## src/hw/rtl/bmh_pkg.sv

```systemverilog
`default_nettype none

package bmh_pkg;

  localparam int MAX_ORDER   = 8;
  localparam int COUNT_WIDTH = 32;
  localparam int NUM_CLASSES = 3;

  localparam int TABLE_SIZE = (1 << (MAX_ORDER + 1)) - 2;
  localparam int IDX_W      = MAX_ORDER + 1;
  localparam int RUN_W      = $clog2(MAX_ORDER + 1);
  localparam int LEN_W      = $clog2(MAX_ORDER + 2);

  localparam int ORD_W  = 4;
  localparam int SYM_W  = 2;
  localparam int CLS_W  = 2;
  localparam int OUT_W  = 32;

  localparam logic [ORD_W-1:0] ORDER_RESET = 4'd4;

  localparam logic [SYM_W-1:0] SYM_PLUS  = 2'd0;
  localparam logic [SYM_W-1:0] SYM_MINUS = 2'd1;
  localparam logic [CLS_W-1:0] CLS_NONE  = 2'd3;

  localparam logic CMD_RECORD = 1'b0;
  localparam logic CMD_READ   = 1'b1;

  typedef logic [COUNT_WIDTH-1:0] cnt_t;

  typedef struct packed {
    cnt_t                   count;
    cnt_t [NUM_CLASSES-1:0] cls;
  } row_t;

  typedef struct packed {
    logic clear_wr;
    logic accept;
    logic issue_rd;
    logic issue_upd;
    logic wb;
    logic load_out;
  } bmh_cmd_t;

  typedef struct packed {
    logic more;
    logic clear_last;
  } bmh_status_t;

  function automatic cnt_t sat_inc(cnt_t x);
    return (&x) ? x : x + cnt_t'(1);
  endfunction

endpackage

`default_nettype wire

```

## src/hw/rtl/bmh_ctrl.sv

```systemverilog
`default_nettype none

module bmh_ctrl import bmh_pkg::*; (
  input  wire         clk_i,
  input  wire         rst_ni,
  input  wire         in_valid_i,
  input  wire         in_cmd_i,
  input  wire         out_ready_i,
  input  bmh_status_t status_i,
  output logic        in_ready_o,
  output logic        out_valid_o,
  output bmh_cmd_t    cmd_o
);

  typedef enum logic [2:0] {
    ST_CLEAR,
    ST_IDLE,
    ST_READ,
    ST_UPD,
    ST_FIN
  } state_e;

  state_e state_q;
  logic   pend_q;
  logic   out_valid_q;
  logic   slot_free;

  assign slot_free   = !out_valid_q || out_ready_i;
  assign in_ready_o  = (state_q == ST_IDLE);
  assign out_valid_o = out_valid_q;

  always_comb begin
    cmd_o           = '0;
    cmd_o.clear_wr  = (state_q == ST_CLEAR);
    cmd_o.accept    = (state_q == ST_IDLE) && in_valid_i;
    cmd_o.issue_rd  = (state_q == ST_READ);
    cmd_o.issue_upd = (state_q == ST_UPD) && status_i.more;
    cmd_o.wb        = (state_q == ST_UPD) && pend_q;
    cmd_o.load_out  = (state_q == ST_FIN) && slot_free;
  end

  always_ff @(posedge clk_i or negedge rst_ni) begin
    if (!rst_ni) begin
      state_q     <= ST_CLEAR;
      pend_q      <= 1'b0;
      out_valid_q <= 1'b0;
    end else begin
      out_valid_q <= ((state_q == ST_FIN) && slot_free) || (out_valid_q && !out_ready_i);
      pend_q      <= (state_q == ST_UPD) && status_i.more;
      unique case (state_q)
        ST_CLEAR: begin
          if (status_i.clear_last) begin
            state_q <= ST_IDLE;
          end
        end
        ST_IDLE: begin
          if (in_valid_i) begin
            state_q <= (in_cmd_i == CMD_READ) ? ST_READ : ST_UPD;
          end
        end
        ST_READ: begin
          state_q <= ST_FIN;
        end
        ST_UPD: begin
          if (!status_i.more) begin
            state_q <= ST_FIN;
          end
        end
        ST_FIN: begin
          if (slot_free) begin
            state_q <= ST_IDLE;
          end
        end
        default: begin
          state_q <= ST_IDLE;
        end
      endcase
    end
  end

  a_wb_follows_issue: assert property (@(posedge clk_i) disable iff (!rst_ni)
    cmd_o.wb |-> $past(cmd_o.issue_upd))
    else $error("Write-back without a preceding table read.");

  a_no_overwrite: assert property (@(posedge clk_i) disable iff (!rst_ni)
    cmd_o.load_out |-> (!out_valid_q || out_ready_i))
    else $error("Result register overwritten before it was taken.");

  a_no_accept_in_clear: assert property (@(posedge clk_i) disable iff (!rst_ni)
    cmd_o.clear_wr |-> !cmd_o.accept && !cmd_o.wb)
    else $error("Table access during the clearing pass.");

endmodule

`default_nettype wire

```

## config.mk

```make
export PLATFORM = sky130hd
export DESIGN_NAME = bmh_ctrl
export DESIGN_NICKNAME = d
export VERILOG_FILES = /design/src/hw/rtl/bmh_pkg.sv /design/src/hw/rtl/bmh_ctrl.sv
export SDC_FILE = /design/constraint.sdc
export NUM_CORES = 1
export LEC_CHECK = 0
export ABC_AREA = 1
export BUFFER_PORTS_ARGS = -buffer_cell sky130_fd_sc_hd__buf_4
export CAP_MARGIN = 20
export CORE_AREA = 2 2 39 41
export DETAILED_ROUTE_END_ITERATION = 7
export DIE_AREA = 0 0 41 43
export GPL_TIMING_DRIVEN = 1
export PLACE_DENSITY = 0.47
export SYNTH_ARGS = -nofsm -noshare
export SYNTH_HDL_FRONTEND = slang
export SYNTH_SLANG_ARGS = --single-unit
```

## constraint.sdc

```tcl
create_clock -name clk_i -period 2.79 [get_ports clk_i]
set_input_delay 0.279 -clock clk_i [delete_from_list [all_inputs] [get_ports clk_i]]
set_output_delay 0.279 -clock clk_i [all_outputs]
set_load 0.05 [all_outputs]
```

Word-level counts from Yosys, hierarchy flattened
Index checks and enable logic that the tools add are counted.
- memory bits (writable): 0
- register bits: 5
- latch bits: 0
- bits in read-only memories: 0
- word-level logic and storage cells: 28
- memories: 0
- bitwise gates (word level): 0
- reductions and logical operators: 11
- order comparisons: 0
- equality and inequality tests: 8
- div/mod/pow operators: 0
- shift-type cells: 0
- multiplexer cells: 6
- add/sub/neg operators: 0
- multiply operators: 0
- operators by type and width (kind ; count):
    3-bit case mux with 5 select lines ; 1
    3-bit 2-to-1 mux ; 4
    2-bit != test, second input constant ; 4
    3-bit by 2-bit == test with 1-bit output, second input constant ; 2
    1-bit logical AND ; 5
    4-bit AND reduction ; 1
    3-bit by 1-bit == test with 1-bit output, second input constant ; 1
    3-bit == test, second input constant ; 1
    3-bit zero test ; 1
    1-bit zero test ; 2
    1-bit logical OR ; 2
    1-bit 2-to-1 mux ; 1

Logic depth before layout (Yosys ltp)
- depth in word-level cells: 4
- mapped depth: 7

Worst setup path after synthesis
No wires, ideal clock.
- path kind: register -> output
- start: reg state_q[2]
- end: out cmd_o[1] (netlist bit)
- arrival: 1.724 ns
- setup slack: 0.787 ns
- path buffers: 0
- cell stages (with the launch flop): 4
- data required time: 2.511 ns
- path through: dfrtp_1 inv_2 nand2_1 nor3b_1
- RTL lines (element ; RTL line ; source):
    start: declaration ; bmh_ctrl.sv:23 ; state_e state_q;
    start signal: assignment ; bmh_ctrl.sv:58 ; state_q <= (in_cmd_i == CMD_READ) ? ST_READ : ST_UPD;
    end: declaration ; bmh_ctrl.sv:12 ; output bmh_cmd_t cmd_o

==> results_dict.tcl <==
set metrics [dict create \
    period_share_pct 58.3 \
    hp-start "out_ready_i" \
    grt_first_pass_wirelength_mm 1.15 \
    area_delta_synth_final_pct 52.4 \
    wl_met1_microns 331 \
    diodes 0 \
    firstDrtPassIters 5 \
    cts_tree "done" \
    worstSetupPathType "register to output port" \
    yosysTopAreaCellShare_pct 40.7 \
    cp-end-kind "output port" \
    synth_seq_cells 5 \
    synth_nets 54 \
    vias 337 \
    core_sq_um 1380 \
    htreeDepth 1 \
    yosysTopAreaCell "dfrtp_1" \
    stdcell_count 82 \
    syn_area_sq_um 308 \
    netlist_top_cells_count "inv_1, nand2_1, nor2_1" \
    place_hpwl_microns 599 \
    path_clk_slew_ns 0.04 \
    synthArstFlopShare_pct 100 \
    dp.cells 77 \
    first_global_vias 289 \
    drive_above_1_share_pct 30.3 \
    fp.dieH_microns 43 \
    synthDistinctLibCells 12 \
    fin_worst_skew_ns 0.00385 \
    ys_seq_area_share_pct 40.7 \
    whs_path_depth 4 \
    power_density_nw_per_um2 1300 \
    track_usage_pct 10.2 \
    setup_viol 0 \
    final_util_pct 33.9 \
    r2r-start "state_q[2]$_DFFE_PN0P_" \
    fin_nets 74 \
    holdPathEnd "out_valid_o$_DFF_PN0_" \
    numCtsBuffers 3 \
    worst_hold_slack_ns 0.331 \
    synth_most_common_cell "inv_1" \
    clock_latency_ns 0.24 \
    ff2ff_setup_slack_ns 1.65 \
    report.power.total_uw 612 \
    die_w_microns 41 \
    critPathArrivalTime_ns 1.35 \
    r2r_end "state_q[0]$_DFFE_PN0P_" \
    timing.setup.tns_ns 0 \
    worstRegToRegCells 6 \
    rsz0062_at_grt "false" \
    drv_slew 0 \
    relSlewSlack_pct 86.4 \
    outcome "complete, no violations" \
    tightest_slew_ns 0.204 \
    dr_wl_met2_microns 306 \
    drt_wl_total_microns 736 \
    overflow 0 \
    synth_ff_type "dfrtp_1" \
    drtIter0Drc 16 \
    gp_congestion 0.796 \
    p_leak_uw 0.000292 \
    drc 0 \
    drtAntennaViolNets 0 \
    fin_crit_ns 1.63 \
    yosysWarnings 0 \
    syn_area_per_cell_sq_um 6.55 \
    fmax_mhz 615 \
    cp.required_ns 2.51 \
    fillers 152 \
    viasPerCell 4.11 \
    initial_core_util_pct 22.2 \
    routedWlPerCell_microns 8.98 \
    dr.max_layer_used "met3" \
    antenna_found_initial 0 \
    grt_max_degree 7 \
    synth_area_leaders "dfrtp_1, inv_1, nand2_1" \
    vdd_drop_max_v 0.000560 \
    max_cap_viol_count 0 \
    min_path_type "input pin to register" \
    path_max_fanout 5 \
    critPathLaunchType "register" \
    cts.sinks 5 \
    rows 14 \
    dr_wl_met3_microns 99 \
    syn_inst 47 \
    dieArea_sq_um 1760 \
    cts_resized 0 \
    synth-edff-count 0 \
    hold_viol_final 0 \
    port_buffers 14 \
    cts-root-buf "clkbuf_4" \
    ios 15 \
    clock_path_buffers 2 \
]
-- where the power goes --
part	switching, uW	internal, uW	leakage, uW
clock	27.7	53.9	0.0000150
combinational	280	115	0.000211
sequential	33.0	103	0.0000655
total	340	271	0.000292
-- layout by cell type, fill, tap and decap left out --
cell / netlist / layout
buf_4: 0 / 14
clkbuf_1: 0 / 1
clkbuf_4: 0 / 3
dfrtp_1: 5 / 5
dlygate4sd3_1: 0 / 1
inv_1: 11 / 11
inv_2: 1 / 1
nand2_1: 10 / 10
nand3_1: 6 / 6
nand4_1: 1 / 1
nor2_1: 7 / 7
nor2_2: 2 / 2
nor3_1: 1 / 1
nor3b_1: 1 / 1
o21ai_0: 1 / 1
o21bai_1: 1 / 1
-- final cells by class --
class | instances | area (sq um) | share of cell area, %
Multi-Input combinational cell | 30 | 138 | 29.3
Sequential cell | 5 | 125 | 26.7
Timing Repair Buffer | 15 | 115 | 24.5
Inverter | 12 | 45.0 | 9.60
Clock buffer | 4 | 26.3 | 5.60
Tap cell | 16 | 20.0 | 4.27
-- timing repair --
action	in CTS	in global routing
setup buffers	0	0
endpoints found under the hold margin	5	0
hold buffers	1	0
-- per-layer routing --
metal	GRT usage, %	vias up
li1	-	182
met1	11.4	140
met2	14.7	15
met3	9.95	0
met4	0	0
met5	0	-
-- worst max-delay path: stages (launching register included) --
cell	delay, ns
dfrtp_1	0.42
inv_2	0.10
nand2_1	0.11
nor3b_1	0.23
buf_4	0.24
-- registers in the layout (all words and copies together), names as in the netlist --
register     flops
state_q          3
out_valid_o      1
pend_q           1
-- metrics by stage --
step / cell area [sq um] / setup WS (ns)
5_1_grt: 469 / 1.05
3_5_place_dp: 433 / 1.44
3_3_place_gp: 433 / 1.44
6_report: 469 / 1.16
2_1_floorplan: 308 / 0.787
4_1_cts: 469 / 1.16
-- how the worst max path moves through the flow --
stage               cells past startpoint       end                   start  slack (ns)
floorplan                               3  cmd_o[1]  state_q[2]$_DFFE_PN0P_        0.79
global placement                        4  cmd_o[1]  state_q[2]$_DFFE_PN0P_        1.44
detailed placement                      4  cmd_o[1]  state_q[2]$_DFFE_PN0P_        1.44
CTS                                     4  cmd_o[1]  state_q[2]$_DFFE_PN0P_        1.16
global route                            4  cmd_o[1]  state_q[2]$_DFFE_PN0P_        1.05
finish                                  4  cmd_o[1]  state_q[2]$_DFFE_PN0P_        1.16
-- cell families after synthesis --
| logic type | after synthesis | synth area share, % |
|---|---|---|
| buf+inv | 12 | 14.6 |
| flops | 5 | 40.7 |
| simple gates | 28 | 40.7 |
| compound gates | 2 | 4.06 |
Power figures use the tool's default switching activity.
